`config.mk`:
```
export PLATFORM = sky130hd
export DESIGN_NAME = bmn_ctrl
export DESIGN_NICKNAME = d
export VERILOG_FILES = /design/src/hw/rtl/bmn_pkg.sv /design/src/hw/rtl/bmn_ctrl.sv
export SDC_FILE = /design/constraint.sdc
export NUM_CORES = 1
export LEC_CHECK = 0
export ABC_AREA = 1
export BUFFER_PORTS_ARGS = -buffer_cell sky130_fd_sc_hd__clkbuf_2
export CORE_MARGIN = 5
export CORE_UTILIZATION = 56
export DETAILED_ROUTE_END_ITERATION = 8
export PLACE_DENSITY = 0.86
export SLEW_MARGIN = 20
export SYNTH_ARGS = -nofsm -noshare
export SYNTH_HDL_FRONTEND = slang
export SYNTH_SLANG_ARGS = --single-unit
```
`constraint.sdc`:
```
create_clock -name i_clk -period 3.55 [get_ports i_clk]
set_input_delay 0.1775 -clock i_clk [delete_from_list [all_inputs] [get_ports i_clk]]
set_output_delay 0.1775 -clock i_clk [all_outputs]
set_load 0.02 [all_outputs]
```
`src/hw/rtl/bmn_pkg.sv`:
```
package bmn_pkg;

    localparam int NODES      = 16;
    localparam int IDX_W      = 4;
    localparam int WT_W       = 16;
    localparam int MSG_W      = 24;
    localparam int B_W        = 4;
    localparam int CNT_W      = 8;
    localparam int WA_W       = 2 * IDX_W;
    localparam int MA_W       = 1 + 2 * IDX_W;
    localparam int WT_DEPTH   = NODES * NODES;
    localparam int MSG_DEPTH  = 2 * NODES * NODES;

    typedef enum logic [1:0] {
        OP_LOAD    = 2'd0,
        OP_UPDATE  = 2'd1,
        OP_CHECK   = 2'd2,
        OP_RESTART = 2'd3
    } t_op;

    localparam logic KIND_BELIEF = 1'b0;
    localparam logic KIND_CHECK  = 1'b1;

    typedef enum logic [3:0] {
        S_CLR,
        S_IDLE,
        S_RD,
        S_CMP,
        S_MIN,
        S_BTH,
        S_WRD,
        S_WR,
        S_BEL,
        S_CHK,
        S_CHKW,
        S_CHKO
    } t_state;

    typedef logic [IDX_W-1:0] t_idx;
    typedef logic [MSG_W-1:0] t_msg;

    typedef struct packed {
        logic            clr;
        logic            clr_w;
        logic [MA_W-1:0] clr_addr;
        logic            ld_w;
        logic            latch;
        logic            upd_start;
        logic            rd_en;
        t_idx            rd_idx;
        logic            cmp;
        logic            mnx;
        logic            bth;
        logic            wr;
        t_idx            idx;
        logic            bel;
        t_idx            slot;
        t_idx            bcnt;
        logic            last;
        logic            chk_clr;
        logic            chk_rd;
        t_idx            chk_i;
        t_idx            chk_j;
        logic            chk_emit;
        logic [B_W-1:0]  b;
    } t_cmd;

    typedef struct packed {
        t_idx minind;
    } t_stat;

    typedef struct packed {
        t_idx idx;
        t_msg val;
    } t_min;

    // saturate a 25-bit signed value to 24 bits
    function automatic t_msg sat24(input logic [MSG_W:0] v);
        t_msg r;
        if (v[MSG_W] != v[MSG_W-1]) begin
            r = v[MSG_W] ? {1'b1, {(MSG_W-1){1'b0}}} : {1'b0, {(MSG_W-1){1'b1}}};
        end else begin
            r = v[MSG_W-1:0];
        end
        return r;
    endfunction

    // lowest index holding the minimum among masked slots; ties go low
    function automatic t_min min_first(input logic [NODES-1:0][MSG_W-1:0] v,
                                       input logic [NODES-1:0] m);
        logic [NODES-1:0][MSG_W-1:0] tv;
        logic [NODES-1:0][IDX_W-1:0] ti;
        logic [NODES-1:0]            tm;
        t_min                        r;
        int                          lvl;
        int                          k;
        int                          o;
        tv = v;
        tm = m;
        for (k = 0; k < NODES; k++) begin
            ti[k] = IDX_W'(k);
        end
        for (lvl = 0; lvl < IDX_W; lvl++) begin
            for (k = 0; k < NODES; k = k + (2 << lvl)) begin
                o = k + (1 << lvl);
                if (tm[o] && (!tm[k] || ($signed(tv[o]) < $signed(tv[k])))) begin
                    tv[k] = tv[o];
                    ti[k] = ti[o];
                end
                tm[k] = tm[k] | tm[o];
            end
        end
        r.idx = ti[0];
        r.val = tv[0];
        return r;
    endfunction

endpackage

```
`src/hw/rtl/bmn_ctrl.sv`:
```
module bmn_ctrl (
    input  logic                          i_clk,
    input  logic                          i_rst_n,
    input  logic                          i_start,
    input  logic [1:0]                    i_opcode,
    input  logic [bmn_pkg::IDX_W-1:0]     i_node_index,
    input  logic [bmn_pkg::IDX_W-1:0]     i_partner_index,
    input  logic                          i_cfg_valid,
    input  logic [bmn_pkg::B_W-1:0]       i_cfg_b_count,
    output logic                          o_cfg_ready,
    output logic                          o_busy,
    output bmn_pkg::t_cmd                 o_cmd,
    input  bmn_pkg::t_stat                i_stat
);
    import bmn_pkg::*;

    t_state            r_state, n_state;
    t_idx              r_i, n_i;
    t_idx              r_s, n_s;
    t_idx              r_bc, n_bc;
    t_idx              r_ci, n_ci;
    t_idx              r_cj, n_cj;
    logic [MA_W-1:0]   r_ccnt, n_ccnt;
    logic              r_clr_w, n_clr_w;
    logic [B_W-1:0]    r_b_count;
    logic [B_W-1:0]    eff_b;
    logic [B_W-1:0]    b_m1;
    t_op               op;

    always_ff @(posedge i_clk) begin
        if (!i_rst_n) begin
            r_state   <= S_CLR;
            r_i       <= '0;
            r_s       <= '0;
            r_bc      <= '0;
            r_ci      <= '0;
            r_cj      <= '0;
            r_ccnt    <= '0;
            r_clr_w   <= 1'b1;
            r_b_count <= B_W'(1);
        end else begin
            r_state <= n_state;
            r_i     <= n_i;
            r_s     <= n_s;
            r_bc    <= n_bc;
            r_ci    <= n_ci;
            r_cj    <= n_cj;
            r_ccnt  <= n_ccnt;
            r_clr_w <= n_clr_w;
            if (i_cfg_valid) begin
                r_b_count <= i_cfg_b_count;
            end
        end
    end

    always_comb begin
        if (r_b_count == '0) begin
            eff_b = B_W'(1);
        end else if (int'(r_b_count) > NODES - 1) begin
            eff_b = B_W'(NODES - 1);
        end else begin
            eff_b = r_b_count;
        end
        b_m1 = eff_b - B_W'(1);
    end

    assign o_cfg_ready = 1'b1;
    assign o_busy      = (r_state != S_IDLE);
    assign op          = t_op'(i_opcode);

    always_comb begin
        n_state = r_state;
        n_i     = r_i;
        n_s     = r_s;
        n_bc    = r_bc;
        n_ci    = r_ci;
        n_cj    = r_cj;
        n_ccnt  = r_ccnt;
        n_clr_w = r_clr_w;
        o_cmd          = '0;
        o_cmd.b        = eff_b;
        o_cmd.clr_addr = r_ccnt;
        o_cmd.clr_w    = r_clr_w;
        o_cmd.idx      = r_i;
        o_cmd.slot     = r_s;
        o_cmd.bcnt     = r_bc;
        o_cmd.chk_i    = r_ci;
        o_cmd.chk_j    = r_cj;
        case (r_state)
            S_CLR: begin
                o_cmd.clr = 1'b1;
                if (r_ccnt == MA_W'(MSG_DEPTH - 1)) begin
                    n_ccnt  = '0;
                    n_clr_w = 1'b0;
                    n_state = S_IDLE;
                end else begin
                    n_ccnt = r_ccnt + MA_W'(1);
                end
            end
            S_IDLE: begin
                if (i_start) begin
                    case (op)
                        OP_LOAD: begin
                            o_cmd.ld_w = (int'(i_node_index) < NODES) &&
                                         (int'(i_partner_index) < NODES);
                        end
                        OP_UPDATE: begin
                            if (int'(i_node_index) < NODES) begin
                                o_cmd.latch     = 1'b1;
                                o_cmd.upd_start = 1'b1;
                                n_state         = S_RD;
                            end
                        end
                        OP_CHECK: begin
                            o_cmd.chk_clr = 1'b1;
                            n_ci          = '0;
                            n_cj          = '0;
                            n_state       = S_CHK;
                        end
                        OP_RESTART: begin
                            n_ccnt  = '0;
                            n_clr_w = 1'b0;
                            n_state = S_CLR;
                        end
                        default: begin
                            n_state = S_IDLE;
                        end
                    endcase
                end
            end
            S_RD: begin
                o_cmd.rd_en  = 1'b1;
                o_cmd.rd_idx = '0;
                n_i          = '0;
                n_state      = S_CMP;
            end
            S_CMP: begin
                o_cmd.cmp = 1'b1;
                n_state   = S_MIN;
            end
            S_MIN: begin
                o_cmd.mnx = 1'b1;
                if (r_i == IDX_W'(NODES - 1)) begin
                    n_state = S_BTH;
                end else begin
                    o_cmd.rd_en  = 1'b1;
                    o_cmd.rd_idx = r_i + IDX_W'(1);
                    n_i          = r_i + IDX_W'(1);
                    n_state      = S_CMP;
                end
            end
            S_BTH: begin
                o_cmd.bth = 1'b1;
                n_state   = S_WRD;
            end
            S_WRD: begin
                o_cmd.rd_en  = 1'b1;
                o_cmd.rd_idx = '0;
                n_i          = '0;
                n_state      = S_WR;
            end
            S_WR: begin
                o_cmd.wr = 1'b1;
                if (r_i == IDX_W'(NODES - 1)) begin
                    n_s     = '0;
                    n_bc    = '0;
                    n_state = S_BEL;
                end else begin
                    o_cmd.rd_en  = 1'b1;
                    o_cmd.rd_idx = r_i + IDX_W'(1);
                    n_i          = r_i + IDX_W'(1);
                end
            end
            S_BEL: begin
                // the weakest of the b+1 slots is skipped
                if (r_s != i_stat.minind) begin
                    o_cmd.bel  = 1'b1;
                    o_cmd.last = (r_bc == b_m1);
                    n_bc       = r_bc + IDX_W'(1);
                end
                if (r_s == eff_b) begin
                    n_state = S_IDLE;
                end else begin
                    n_s = r_s + IDX_W'(1);
                end
            end
            S_CHK: begin
                o_cmd.chk_rd = 1'b1;
                if (r_cj == b_m1) begin
                    n_cj = '0;
                    if (r_ci == IDX_W'(NODES - 1)) begin
                        n_state = S_CHKW;
                    end else begin
                        n_ci = r_ci + IDX_W'(1);
                    end
                end else begin
                    n_cj = r_cj + IDX_W'(1);
                end
            end
            S_CHKW: begin
                n_state = S_CHKO;
            end
            S_CHKO: begin
                o_cmd.chk_emit = 1'b1;
                n_state        = S_IDLE;
            end
            default: begin
                n_state = S_IDLE;
            end
        endcase
    end

endmodule

```
==> run metrics, run 1 <==
status finished clean; Warnings, synthesis 0; I/O pin count 76; Final Critical Period 2.39 ns; CTS tree done; Synth Register Bits 38; Synth cell types 35; maximum VDD drop approximately 0.36 mV; initial antenna violation count 0; cell taking the most area after synthesis dfxtp_1; ant diodes 0; Cells on Worst Hold Path 3; Initial Util between 50% and 60%; H-tree levels 2; Area contributors post-synth dfxtp_1, nand2_1, nor2_1, inv_1, a21oi_1; Highest Clock Rate ~420 MHz; Synth Area per Inst 6.57 um^2; Layout Utilization 67.0%; Final ANT Viol Nets 0; Slew Limit Fails 0; DRC 0; Num Clock Sinks 38; Hold EP r_b_count[0]$_SDFFE_PN1P_; Placer Congestion just over 0.9; IO buf count 66; Synthesized Nets ~410; Mapped Area around 2500 um^2; Mapped Cells roughly 380; core area around 4300 um^2; Die ar. around 6000 um^2; clock insertion delay at the later pin of the skew report just under 0.3 ns; Worst setup EP type output pin; vias per cell approximately 5.3; vias in the first global route roughly 2.5k; CP dominant cell by count nand2_1; Routed WL per cell 12.3 um; sequential element share of the synthesized area around 31%; GRT Util Overall between 20% and 30%; Yosys top cell area share 30.8%; chip width approximately 76 um; CP Class register to output pin; DR vias between 2k and 3k; HP Class input pin to register; worst reg2reg setup slack 1.24 ns; Layout Nets 469; max cap viols 0; Die H roughly 76 um; worst path arrival time around 2.2 ns; RSZ-0062 raised after global routing false; # rows 24; crit-path cells nor2_1, nand2_1, nand2_1, inv_1, ha_1, inv_1, nand2_1, nand2_1, xor2_1, nand4_1, a21oi_1, clkbuf_2; worst-path fanout max 5; static leakage approximately 1.4 nW; CP max stage delay between 0.3 and 0.4 ns; Syn-to-layout area delta 17.4%; largest net degree at the start of global routing 22; Clock transition at path regs about 0.080 ns; Resized cells post-CTS 0; Pre-antenna DRT Iters 4; Root Buffer Master clkbuf_8; post-CTS setup buffer count 0; final period utilization about 67%; Hold Buf Count CTS 0; pwr dens 576 nW/um^2; Crit Reg-Reg Startpoint r_ccnt[0]$_SDFFE_PN0P_; final setup TNS 0 ns; total CTS buffers 5; worst hold start i_cfg_b_count[0]; dpl hpwl approximately 4.7 mm; final wirelength between 6 and 7 mm; Starting DRT DRC Count 145; Critical Path Source Type register; gr ovfl total 0; reg2reg end r_state[3]$_SDFFE_PN0P_; Crit path required time ~3.4 ns; FF-to-FF path depth 14; clock buffer depth 2; Setup violations, final 0; first-pass GRT wire length approximately 11 mm; Final Hold Viols 0; layout cells sized above 1 approximately a quarter; Worst Clk Skew ~0.0065 ns; slowest cell on the critical path dfxtp_1
how the worst max path moves through the flow:
stage	from	end	slack, ns
floorplan	r_ccnt[0]$_SDFFE_PN0P_	r_state[0]$_SDFFE_PN0P_	1.49
global placement	r_ccnt[0]$_SDFFE_PN0P_	r_state[0]$_SDFFE_PN0P_	1.34
detailed placement	r_ccnt[0]$_SDFFE_PN0P_	r_state[3]$_SDFFE_PN0P_	1.28
finish	r_b_count[1]$_SDFFE_PN0P_	o_cmd[15]	1.16
global route	r_ccnt[0]$_SDFFE_PN0P_	r_state[0]$_SDFFE_PN0P_	0.90
CTS	r_b_count[1]$_SDFFE_PN0P_	o_cmd[15]	1.17
layout make-up:
cell class	instances	area (um^2)
fillers	399	1430
flip-flops and latches	38	761
clock buffers	7	86.3
inverters	51	196
clock inverters	1	5.00
well taps	52	65.1
multi-input cells	277	1460
repair buffers	66	330
through the flow:
stage	instance area (um^2)	total power, mW	setup slack [ns]	hold WS (ns)	std cells
2_1_floorplan	2470	1.17	1.49	0.278	376
3_3_place_gp	2810	1.34	1.34	0.407	484
3_5_place_dp	2810	1.36	1.28	0.408	484
4_1_cts	2900	1.67	1.17	0.104	492
5_1_grt	2900	1.80	0.904	0.119	492
6_report	2900	1.67	1.16	0.109	492
placed cells by master (no fill, tap or decap), drive strengths merged:
cell    Yosys  routed
a31oi       1       1
xnor2       4       4
a21oi      30      30
o211ai      2       2
nor3        5       5
clkbuf      6      73
nor2       55      55
nor4        1       1
nor3b       1       1
inv        49      49
o21ai      19      19
ha          8       8
or2         1       1
a211oi      1       1
clkinv      2       3
xor2       12      12
dfxtp      38      38
a31o        1       1
nand4      12      12
nand2      98      98
conb        1       1
nand3      25      25
flip-flops by register name, summed over array words and instances, names as in the netlist:
register	flops
r_i	4
r_cj	4
r_bc	4
r_ccnt	9
r_b_count	4
r_s	4
r_state	4
r_ci	4
r_clr_w	1
power by group:
group | internal (mW) | switching [mW] | total, mW | leakage (nW)
Clock | 0.157 | 0.157 | 0.314 | 0.0482
Sequential | 0.491 | 0.0829 | 0.574 | 0.309
Combinational | 0.248 | 0.533 | 0.781 | 1.09
worst max-delay path, delay by kind of cell, from the launching register on:
family / cells / cell delay (ns)
AOI/OAI and AO/OA: 1 / 0.16
and+or+nand+nor: 6 / 0.67
DFF: 1 / 0.35
xor gates and xnor gates: 1 / 0.14
buffers and inverters: 3 / 0.35
adders and majority gates: 1 / 0.23
per-layer routing:
layer  vias up  wire, um  share of wire, %  track usage [%]
met4         0        91               1.5             7.17
met5         -         0                 0                0
li1       1326         -                 -                -
met1      1182      2690                44             25.7
met2        74      2880                47             36.1
met3        11       407               6.7             4.37
synthesized netlist by cell type:
| library cell | instances |
|---|---|
| conb_1 | 1 |
| nand2_4 | 2 |
| o21ai_0 | 12 |
| nand2_2 | 8 |
| o211ai_1 | 2 |
| a21oi_2 | 1 |
| xnor2_1 | 4 |
| dfxtp_1 | 38 |
| a21oi_1 | 29 |
| clkbuf_1 | 6 |
| o21ai_1 | 6 |
| nor3b_2 | 1 |
| a31o_2 | 1 |
| xor2_1 | 12 |
| nor2_1 | 48 |
| o21ai_4 | 1 |
| nand3_1 | 24 |
| inv_2 | 8 |
| clkinv_1 | 1 |
| nor2_8 | 1 |
| or2_2 | 1 |
| buf_4 | 3 |
| clkinv_4 | 1 |
| a211oi_1 | 1 |
| a31oi_1 | 1 |
| nand3_4 | 1 |
| inv_1 | 41 |
| ha_1 | 8 |
| buf_6 | 1 |
| nand2_1 | 88 |
| nor4_1 | 1 |
| nand4_1 | 12 |
| nor2_4 | 2 |
| nor2_2 | 4 |
| nor3_1 | 5 |
cell families after synthesis:
logic type | after synthesis | synth area share, %
and+or+nand+nor | 198 | 37.0
other | 1 | 0.152
xor gates and xnor gates | 16 | 5.68
adders and majority gates | 8 | 4.05
buffers and inverters | 61 | 10.2
AOI/OAI and AO/OA | 54 | 12.1
DFF | 38 | 30.8
Note: power is estimated with default switching activity, not from simulation.
==> run 2: changes to the inputs <==
--- a/config.mk
+++ b/config.mk
@@ -8,9 +8,9 @@
 export ABC_AREA = 1
 export BUFFER_PORTS_ARGS = -buffer_cell sky130_fd_sc_hd__clkbuf_2
 export CORE_MARGIN = 5
-export CORE_UTILIZATION = 56
+export CORE_UTILIZATION = 52
 export DETAILED_ROUTE_END_ITERATION = 8
-export PLACE_DENSITY = 0.86
+export PLACE_DENSITY = 0.81
 export SLEW_MARGIN = 20
 export SYNTH_ARGS = -nofsm -noshare
 export SYNTH_HDL_FRONTEND = slang
==> constraint.sdc (replaced) <==
create_clock -name i_clk -period 2.2 [get_ports i_clk]
set_input_delay 0.11 -clock i_clk [delete_from_list [all_inputs] [get_ports i_clk]]
set_output_delay 0.11 -clock i_clk [all_outputs]
set_load 0.02 [all_outputs]
==> run 2 against run 1 <==
  * Critical path depth is the same
  * Largest cell class unchanged
  * Cell count up 1.8%
  * Global-route usage rose by 0.24 points
  * Largest power group unchanged
  * Sequential power grew 60%
  * Count of clock-buffer cells in the layout unchanged
  * Routed wire length rose by 4.3%
  * Combinational power grew 72%
==> run metrics, run 2 (same netlist as run 1, synthesis figures left out) <==
status finished clean; Highest Clock Rate 492 MHz; max cap viols 0 (unchanged); dpl cells 492 (+1.7%); Initial Util 53.0% (-4.1 points); worst slack, placed 0.139 ns (-1.14 ns); Slew Limit Fails 0 (unchanged); pwr dens 924 nW/um^2 (+60%); clock insertion delay at the later pin of the skew report 0.29 ns (about the same); # rows 25 (+4.2%); layout cells sized above 1 27.3% (+3.4 points); IO buf count 66 (unchanged); Min Hold Slack 0.0516 ns (-0.0578 ns); Die H 78.9 um (+3.3%); PnR worst setup slack 0.168 ns (-0.997 ns); reg2reg end r_state[0]$_SDFFE_PN0P_; CTS tree done; final setup TNS 0 ns (unchanged); Die ar. 6230 um^2 (+6.7%); Final ANT Viol Nets 0 (unchanged); static leakage 1.48 nW (+2.6%); Cells on Worst Hold Path 3 (unchanged); maximum VDD drop 0.447 mV (+25%); Hold EP r_b_count[3]$_SDFFE_PN0P_; FF-to-FF path depth 14 (unchanged); Placer Congestion 0.852 (-6.3%); Root Buffer Master clkbuf_8; Pre-antenna DRT Iters 4 (unchanged); DRC 0 (unchanged); final wirelength 6.33 mm (+4.3%); initial antenna violation count 0 (unchanged); Routed WL per cell 12.6 um (+2.4%); fillcell total 413 (+3.5%); dpl hpwl 4.90 mm (+3.2%); Biggest register r_ccnt; Critical Path Source Type register; chip width 78.9 um (+3.3%); max reg flops 9 (unchanged); core area 4660 um^2 (+7.8%); Final Critical Period 2.03 ns; vias per cell 5.22 (-0.96%); total CTS buffers 5 (unchanged); HP Class input pin to register; Syn-to-layout area delta 21.0%; vias in the first global route 2464 (+0.57%); Starting DRT DRC Count 150 (+3.4%); most frequent cells in the layout nand2_1, clkbuf_2, nor2_1; Worst setup EP type output pin; worst hold start i_cfg_b_count[3]; ant diodes 0 (unchanged); GRT Util Overall 21.2% (+0.24 points); Layout Utilization 64.1% (-2.9 points); Crit Reg-Reg Startpoint r_ccnt[0]$_SDFFE_PN0P_; Final Hold Viols 0 (unchanged); first-pass GRT wire length 10.8 mm (+2.3%); worst reg2reg setup slack 0.18 ns (-1.06 ns); final cell count without fillers 501 (+1.8%); Crit path required time 2.09 ns (-1.28 ns); I/O pin count 76 (unchanged); gr ovfl total 0 (unchanged); worst path arrival time 1.92 ns (-0.29 ns); CP Class register to output pin; Layout Nets 476 (+1.5%); Num Clock Sinks 38 (unchanged); H-tree levels 2 (unchanged); Worst Clk Skew 0.00774 ns (+0.00126 ns); most common cell after layout, fill and taps aside nand2_1; DR vias 2615 (+0.85%); Clock transition at path regs 0.08 ns (about the same); clock buffer depth 2 (unchanged); largest net degree at the start of global routing 22 (unchanged); final period utilization 92.4%; Setup violations, final 0 (unchanged); worst-path fanout max 3 (-2)
==> run 2: routing by layer <==
metal	track usage [%]	part of all wire, %	up-vias
met5	0	0	-
met4	7.04	0.85	0
met3	4.65	6.3	6
met2	36.3	49	75
met1	26.4	44	1189
li1	-	-	1345
==> run 2: through the flow <==
step | instance area [um^2] | power, mW
floorplan | 2470 | 1.89
global placement | 2860 | 2.19
detailed placement | 2860 | 2.23
CTS | 2950 | 2.73
global route | 2990 | 2.98
finish | 2990 | 2.76
==> run 2: worst max-delay path: stages (launching register included) <==
cell	delay (ns)
dfxtp_1	0.33
nor2_2	0.15
nand2_2	0.09
nand2_2	0.07
inv_1	0.06
ha_2	0.20
inv_1	0.07
nand2_1	0.06
nand2_1	0.07
xor2_1	0.15
nand4_1	0.10
a21oi_1	0.13
buf_4	0.15
==> run 2: area by class of cell <==
type	instances	area, um^2	area share [%]
inverter	51	196	6.57
clock buffer	7	86.3	2.89
clock inverter	1	5.00	0.168
sequential	38	762	25.5
timing repair buffer	73	385	12.9
tap	54	67.6	2.26
multi-input combinational	277	1490	49.7
==> run 2: how the worst max path moves through the flow <==
stage                              start                      end  depth (start not counted)
2_1_floorplan     r_ccnt[0]$_SDFFE_PN0P_  r_state[0]$_SDFFE_PN0P_                         13
3_5_place_dp      r_ccnt[0]$_SDFFE_PN0P_  r_state[0]$_SDFFE_PN0P_                         14
3_3_place_gp      r_ccnt[0]$_SDFFE_PN0P_  r_state[0]$_SDFFE_PN0P_                         13
6_report       r_b_count[3]$_SDFFE_PN0P_                o_cmd[15]                         12
5_1_grt           r_ccnt[0]$_SDFFE_PN0P_  r_state[3]$_SDFFE_PN0P_                         14
4_1_cts        r_b_count[1]$_SDFFE_PN0P_                o_cmd[15]                         12
==> run 2: power breakdown <==
| part | internal [mW] | switching [mW] | total, mW |
|---|---|---|---|
| logic | 0.439 | 0.897 | 1.34 |
| clock network | 0.253 | 0.255 | 0.508 |
| registers | 0.793 | 0.123 | 0.916 |
==> run 2: what timing repair did <==
item | in CTS | in global routing
endpoints found under the setup margin | 0 | 10
hold buffers | 0 | 0
setup buffers | 0 | 1
resized for setup | 0 | 13
